$ cat src/rtl/drp_pkg.sv
// shared widths, types and helpers for the drucker-prager stress return
// no dependencies
package drp_pkg;

  // field widths
  localparam int SW = 48;            // stress
  localparam int EW = 40;            // strain
  localparam int LW = 37;            // lame constants
  localparam int TW = 17;            // trig factors q1.16
  localparam int CW = SW - 1;        // cohesion

  // register indexes on the configuration port
  localparam logic [2:0] REG_LAMBDA = 3'd0;
  localparam logic [2:0] REG_SHEAR  = 3'd1;
  localparam logic [2:0] REG_IXX    = 3'd2;
  localparam logic [2:0] REG_IYY    = 3'd3;
  localparam logic [2:0] REG_IXY    = 3'd4;
  localparam logic [2:0] REG_COH    = 3'd5;
  localparam logic [2:0] REG_COS    = 3'd6;
  localparam logic [2:0] REG_SIN    = 3'd7;
  localparam int IDXW = 3;
  localparam logic [TW-1:0] COS_RESET = TW'(65536);

  // elastic increment
  localparam int DW = EW + 1;        // strain difference
  localparam int KW = LW + 2;        // lambda + 2 mu
  localparam int KLO = 20;           // split point of the modulus
  localparam int KHI = KW - KLO;
  localparam int PLW = DW + KLO + 1;
  localparam int PHW = DW + KHI + 1;
  localparam int ACCW = DW + KW + 3;
  localparam int FRAC_SH = 32;
  localparam int INCW = ACCW - FRAC_SH;
  localparam logic signed [ACCW-1:0] INC_RND = ACCW'(1) <<< (FRAC_SH - 1);

  // yield test
  localparam int S2W = SW + 1;
  localparam int LCW = CW + TW + 1;
  localparam int LSW = S2W + TW + 1;
  localparam int LRW = LSW + 2;
  localparam int LIMW = 52;
  localparam int LIM_SH = 16;
  localparam logic signed [LRW-1:0] LIM_RND = LRW'(1) <<< (LIM_SH - 1);
  localparam int SQS = SW / 2;       // split of the squares
  localparam int DQW = SW + SQS;
  localparam int QW = 2 * SW + 2;
  localparam int LLO = LIMW / 2;
  localparam int L2PW = LIMW + LLO;
  localparam int L2W = 2 * LIMW;

  // square root and scaling
  localparam int RTW = SW + 1;       // root bits
  localparam int SQRW = QW + 2;
  localparam int MLO = 25;           // split of the limit in the scaling product
  localparam int MLW = SW + MLO;
  localparam int MHW = SW + RTW - MLO;
  localparam int NW = SW + RTW + 1;  // dividend
  localparam int QB = RTW + 2;       // quotient bits
  localparam int RW = RTW + 1;       // partial remainder

  localparam int FIFO_DEPTH = 4;
  localparam int FAW = 2;

  localparam logic signed [63:0] SMAX = (64'sd1 <<< (SW - 1)) - 64'sd1;
  localparam logic signed [63:0] SMIN = -SMAX - 64'sd1;

  typedef struct packed {
    logic [LW-1:0]        lam;
    logic [LW-1:0]        shear;
    logic signed [SW-1:0] ixx;
    logic signed [SW-1:0] iyy;
    logic signed [SW-1:0] ixy;
    logic [CW-1:0]        coh;
    logic [TW-1:0]        fcos;
    logic [TW-1:0]        fsin;
  } drp_cfg_t;

  typedef struct packed {
    logic signed [SW-1:0]  px;
    logic signed [SW-1:0]  py;
    logic signed [SW-1:0]  ps;
    logic signed [S2W-1:0] sum2;
    logic [SW-1:0]         dmag;
    logic                  dneg;
    logic [SW-1:0]         smag;
    logic                  sneg;
    logic [LIMW-1:0]       lim;
    logic [QW-1:0]         q;
    logic                  yld;
  } drp_item_t;

  function automatic logic signed [SW-1:0] sat_stress(input logic signed [63:0] a);
    logic signed [SW-1:0] r;
    if (a > SMAX) r = SMAX[SW-1:0];
    else if (a < SMIN) r = SMIN[SW-1:0];
    else r = a[SW-1:0];
    return r;
  endfunction

endpackage

$ cat src/rtl/drp_fifo.sv
// short transaction queue between the front and back ends
// depends on drp_pkg
module drp_fifo (
  input  logic               clk,
  input  logic               rst_n,
  input  logic               push,
  input  drp_pkg::drp_item_t din,
  output logic               pop,
  output drp_pkg::drp_item_t dout,
  output logic               afull
);

  drp_pkg::drp_item_t mem [drp_pkg::FIFO_DEPTH];
  logic [drp_pkg::FAW-1:0] wp_r, rp_r;
  logic [drp_pkg::FAW:0]   cnt_r, cnt_nxt;

  // back end drains one transaction a cycle whenever one is queued
  assign pop   = cnt_r != '0;
  assign dout  = mem[rp_r];
  assign afull = cnt_r >= (drp_pkg::FAW + 1)'(drp_pkg::FIFO_DEPTH - 1);

  always_comb begin
    cnt_nxt = cnt_r + (drp_pkg::FAW + 1)'(push) - (drp_pkg::FAW + 1)'(pop);
  end

  always_ff @(posedge clk) begin
    if (!rst_n) begin
      wp_r  <= '0;
      rp_r  <= '0;
      cnt_r <= '0;
    end else begin
      if (push) wp_r <= wp_r + 1'b1;
      if (pop) rp_r <= rp_r + 1'b1;
      cnt_r <= cnt_nxt;
    end
  end

  always_ff @(posedge clk) begin
    if (push) mem[wp_r] <= din;
  end

  a_no_overflow: assert property (@(posedge clk) disable iff (!rst_n)
    !(push && !pop && cnt_r == (drp_pkg::FAW + 1)'(drp_pkg::FIFO_DEPTH)))
    else $error("queue overflow");
  a_cnt_range: assert property (@(posedge clk) disable iff (!rst_n)
    cnt_r <= (drp_pkg::FAW + 1)'(drp_pkg::FIFO_DEPTH))
    else $error("queue count out of range");
  a_push_held: assert property (@(posedge clk) disable iff (!rst_n)
    push |=> cnt_r != '0)
    else $error("pushed transaction lost");

endmodule

$ cat config.mk
export PLATFORM = sky130hd
export DESIGN_NAME = drp_fifo
export DESIGN_NICKNAME = d
export VERILOG_FILES = /design/src/rtl/drp_pkg.sv /design/src/rtl/drp_fifo.sv
export SDC_FILE = /design/constraint.sdc
export NUM_CORES = 1
export LEC_CHECK = 0
export ABC_CLOCK_PERIOD_IN_PS = 37100
export BUFFER_PORTS_ARGS = -buffer_cell sky130_fd_sc_hd__buf_2
export CORE_UTILIZATION = 45
export DETAILED_ROUTE_END_ITERATION = 10
export SLEW_MARGIN = 30
export SYNTH_ARGS = -nofsm -noshare
export SYNTH_HDL_FRONTEND = slang
export SYNTH_SLANG_ARGS = --single-unit
$ cat constraint.sdc
create_clock -name clk -period 37.1 [get_ports clk]
set_input_delay 9.275 -clock clk [delete_from_list [all_inputs] [get_ports clk]]
set_output_delay 9.275 -clock clk [all_outputs]
set_load 0.005 [all_outputs]
* After elaboration in Yosys (flattened, before gate mapping)
Memory sizes are Yosys's and may differ from the RTL's. A register that Yosys moved wholly into a read port is not among the register bits. Index checks and enable logic that the tools add are counted.
Storage, ports and cells: memory bits (writable) 1768, logic and storage cells 14, memories 1, bits in registers 7
Memory list:
- mem | depth 4, width 442, read ports 1, clocked after memory_dff 1, wr ports 1, RTL line drp_fifo.sv:13 | drp_pkg::drp_item_t mem [drp_pkg::FIFO_DEPTH];
Cells by class: order comparisons 1, muxes and demuxes 4, $add $sub $neg 4, reduce and logical (&&, ||, !) cells 1
Operator list (number):
- $add A2 B1 Y2 const B | 2
- $mux W2 | 2
- $add A3 B1 Y3 | 1
- $ge A3 B2 Y1 const B | 1
- $reduce_bool A3 Y1 | 1
- $sub A3 B1 Y3 | 1
- $mux W1 | 2

* Logic depth before layout (Yosys ltp)
depth in word-level cells 3, depth in mapped cells 8

* Worst setup path after synthesis
Ideal clock, no wire load.
path kind input port to flip-flop, from input push, to memory mem[0][0] (netlist name) (enable), data required time 36239 ps, setup time 861 ps, stages 1, arrival time 19206 ps, slack 17033 ps, buffers on the path 0, path through and2_1
On the way: cells in the longest elaborated chain, start to end 2
RTL lines:
- from (decl) | RTL line drp_fifo.sv:6 | input logic push,
- $mux W1 | RTL line drp_fifo.sv:39 | if (push) mem[wp_r] <= din;
- $mux W1 (implied by the code) | RTL line drp_fifo.sv:39
- to (decl) | RTL line drp_fifo.sv:13
Every way passes these cells.

==> impl_metrics.env <==
export IMPL_htree_levels=4
export IMPL_fmax_mhz=65.2
export IMPL_synth_warnings=0
export IMPL_path_cells="buf_6 > buf_4 > buf_6 > buf_4 > buf_4 > mux4_2 > buf_2"
export IMPL_dr_first_iter_drc_count=2020
export IMPL_core_mm2=0.142
export IMPL_num_vias=29200
export IMPL_top_layer="met5"
export IMPL_drc=0
export IMPL_dr_wl_met3_mm=13.9
export IMPL_fin_nets=3820
export IMPL_root_buffer="clkbuf_16"
export IMPL_grt_overflow_total=0
export IMPL_syn_to_final_growth_pct=19.0
export IMPL_setup_tns_ns=0
export IMPL_final_max_slew_viol_count=0
export IMPL_synth_area_leaders="edfxtp_1, mux4_2, buf_6"
export IMPL_die_x_um=380
export IMPL_crit_path_max_fanout=47
export IMPL_drv_cap=0
export IMPL_synth_area_mm2=0.0643
export IMPL_synth_cells=2354
export IMPL_ys_seq_area_frac=0.829
export IMPL_num_rows=138
export IMPL_cts_repair_resized=0
export IMPL_p_leak_uw=0.0254
export IMPL_layout_commonest_cell="edfxtp_1"
export IMPL_wl_per_cell_um=26.3
export IMPL_n_fill_cell=10800
export IMPL_finalHoldViolations=0
export IMPL_clkTransAtPathRegs_ns=0.06
export IMPL_grt_pass1_wl_mm=208
export IMPL_num_io_pins=889
export IMPL_gp_congestion=0.804
export IMPL_setup_viol=0
export IMPL_firstDrtPassIters=5
export IMPL_cts_tree="built"
export IMPL_ant_nets=0
export IMPL_ys_seq_elements=1777
export IMPL_fin_worst_skew_ns=0.0262
export IMPL_relSlewSlack=0.270
export IMPL_synth_top_area_share=0.826
export IMPL_cp_common_cell="buf_4"
export IMPL_numCtsBuffers=177
export IMPL_cts_buffer_depth=3
export IMPL_wl_met1_mm=53.3
export IMPL_p_per_area_mw_per_mm2=68.3
export IMPL_grt_pass1_vias=30900
export IMPL_drive_gt1_frac=0.461
export IMPL_clk_latency_ns=0.77
export IMPL_worstPathArrival_ns=6.06
export IMPL_ir_drop_uv=47.8
export IMPL_post_cts_buffers=0
export IMPL_antenna_found_initial=72
export IMPL_critPathSlowestCell="buf_4"
export IMPL_clock_sinks=1777
export IMPL_ys_types=21
export IMPL_cp_start_kind="register"
export IMPL_outcome="completed"
export IMPL_grt_use_total=0.197
export IMPL_hold_buffers=0
export IMPL_viasPerCell=5.37
export IMPL_final_cell_mix="edfxtp_1, buf_2, mux4_2"
export IMPL_endpoint_kind="output pin"
export IMPL_yosysTopAreaCell="edfxtp_1"
export IMPL_postSynthAreaPerCell_um2=27.3
export IMPL_finalCritPeriodShare=0.413
export IMPL_rsz0062_at_grt="false"
export IMPL_grt_max_degree=158
export IMPL_die_y_um=380
export IMPL_final_core_util=0.540
export IMPL_critPathMaxStageDelay_ns=0.79
export IMPL_critical_path_class="register to output pin"
export IMPL_final_min_clock_period_ns=15.33
export IMPL_tightest_slew_ns=1.09
export IMPL_start_util=0.454
export IMPL_synth_fp_nets=2807
export IMPL_dpl_hpwl_mm=91.5
export IMPL_cp_required_ns=27.83
export IMPL_dr_wl_met2_mm=71.2
export IMPL_hold_path_class="register to register"
export IMPL_io_buffers=888
export IMPL_dieArea_mm2=0.144
export IMPL_wirelength_mm=143
area by class of cell:
type,instances,area (µm²),share of cell area
clock buffers,222,4640,0.0607
well taps,1890,2360,0.0309
inverters,7,26.3,0.000344
flip-flops and latches,1777,53300,0.697
clock inverters,107,900,0.0118
repair buffers,932,5010,0.0655
multi-input cells,472,10200,0.134
diodes,17,42.5,0.000556
worst max-delay path: cells and delay by family, from the launching register on:
family,cells,cell delay [ns]
buf+inv,6,3.63
mux,1,0.62
flops,1,0.78
power breakdown:
part	switching, µW	total (µW)	internal, µW	leakage (µW)
clock network	735	1690	954	0.00270
registers	35.4	2350	2310	0.0163
logic	610	1190	579	0.00642
registers in the layout, summed over array words and instances, names as in the netlist, named ones only:
signal / count
rp_r: 2
cnt_r: 3
mem: 1768
wp_r: 2
cells by family (layout without fill, tap and decap cells):
family / Yosys count / count (layout) / share of synthesized area
AOI/OAI and AO/OA: 2 / 2 / 0.000195
muxes: 444 / 444 / 0.155
DFF: 1777 / 1777 / 0.829
and+or+nand+nor: 16 / 16 / 0.00148
adders and majority gates: 8 / 8 / 0.00167
buffers and inverters: 105 / 1268 / 0.0121
other: 0 / 17 / 0
xor gates and xnor gates: 2 / 2 / 0.000273
per-stage QoR:
stage	total power, µW	hold WS [ns]	setup WS (ns)	cell area [µm²]	cells
after floorplan	3140	0.449	17.03	64300	2354
after CTS	5290	0.506	21.13	76300	5403
after global placement	3580	0.452	21.77	70700	5070
after global routing	5430	0.531	21.03	76500	5417
final	5220	0.508	21.77	76500	5424
after detailed placement	3600	0.492	22.01	70800	5074
worst paths after layout:
path	cells after the start	to	startpoint	slack, ns
worst max-delay path	7	dout[374]	register	21.77
worst min-delay path	2	register	rp_r[1]$_SDFFE_PN0N_	0.51
worst max register to register	6	mem[1][145]$_DFFE_PP_	wp_r[0]$_SDFFE_PN0P_	32.53
worst min register to register	2	register	rp_r[1]$_SDFFE_PN0N_	0.51
cells in the mapped netlist, drive strengths merged:
cell,number
and3,2
inv,7
nand2,2
mux2i,2
mux4,442
and2,8
edfxtp,1768
dfxtp,9
or4,1
nand3,1
buf,88
o21ai,1
nor2b,1
nand2b,1
fa,1
o31ai,1
xor2,2
clkbuf,10
ha,7
per-layer routing:
metal | track usage | up-vias
li1 | - | 12400
met1 | 0.238 | 15400
met2 | 0.321 | 1018
met3 | 0.0832 | 315
met4 | 0.0616 | 88
met5 | 0 | -
(Power assumes the default switching activity.)
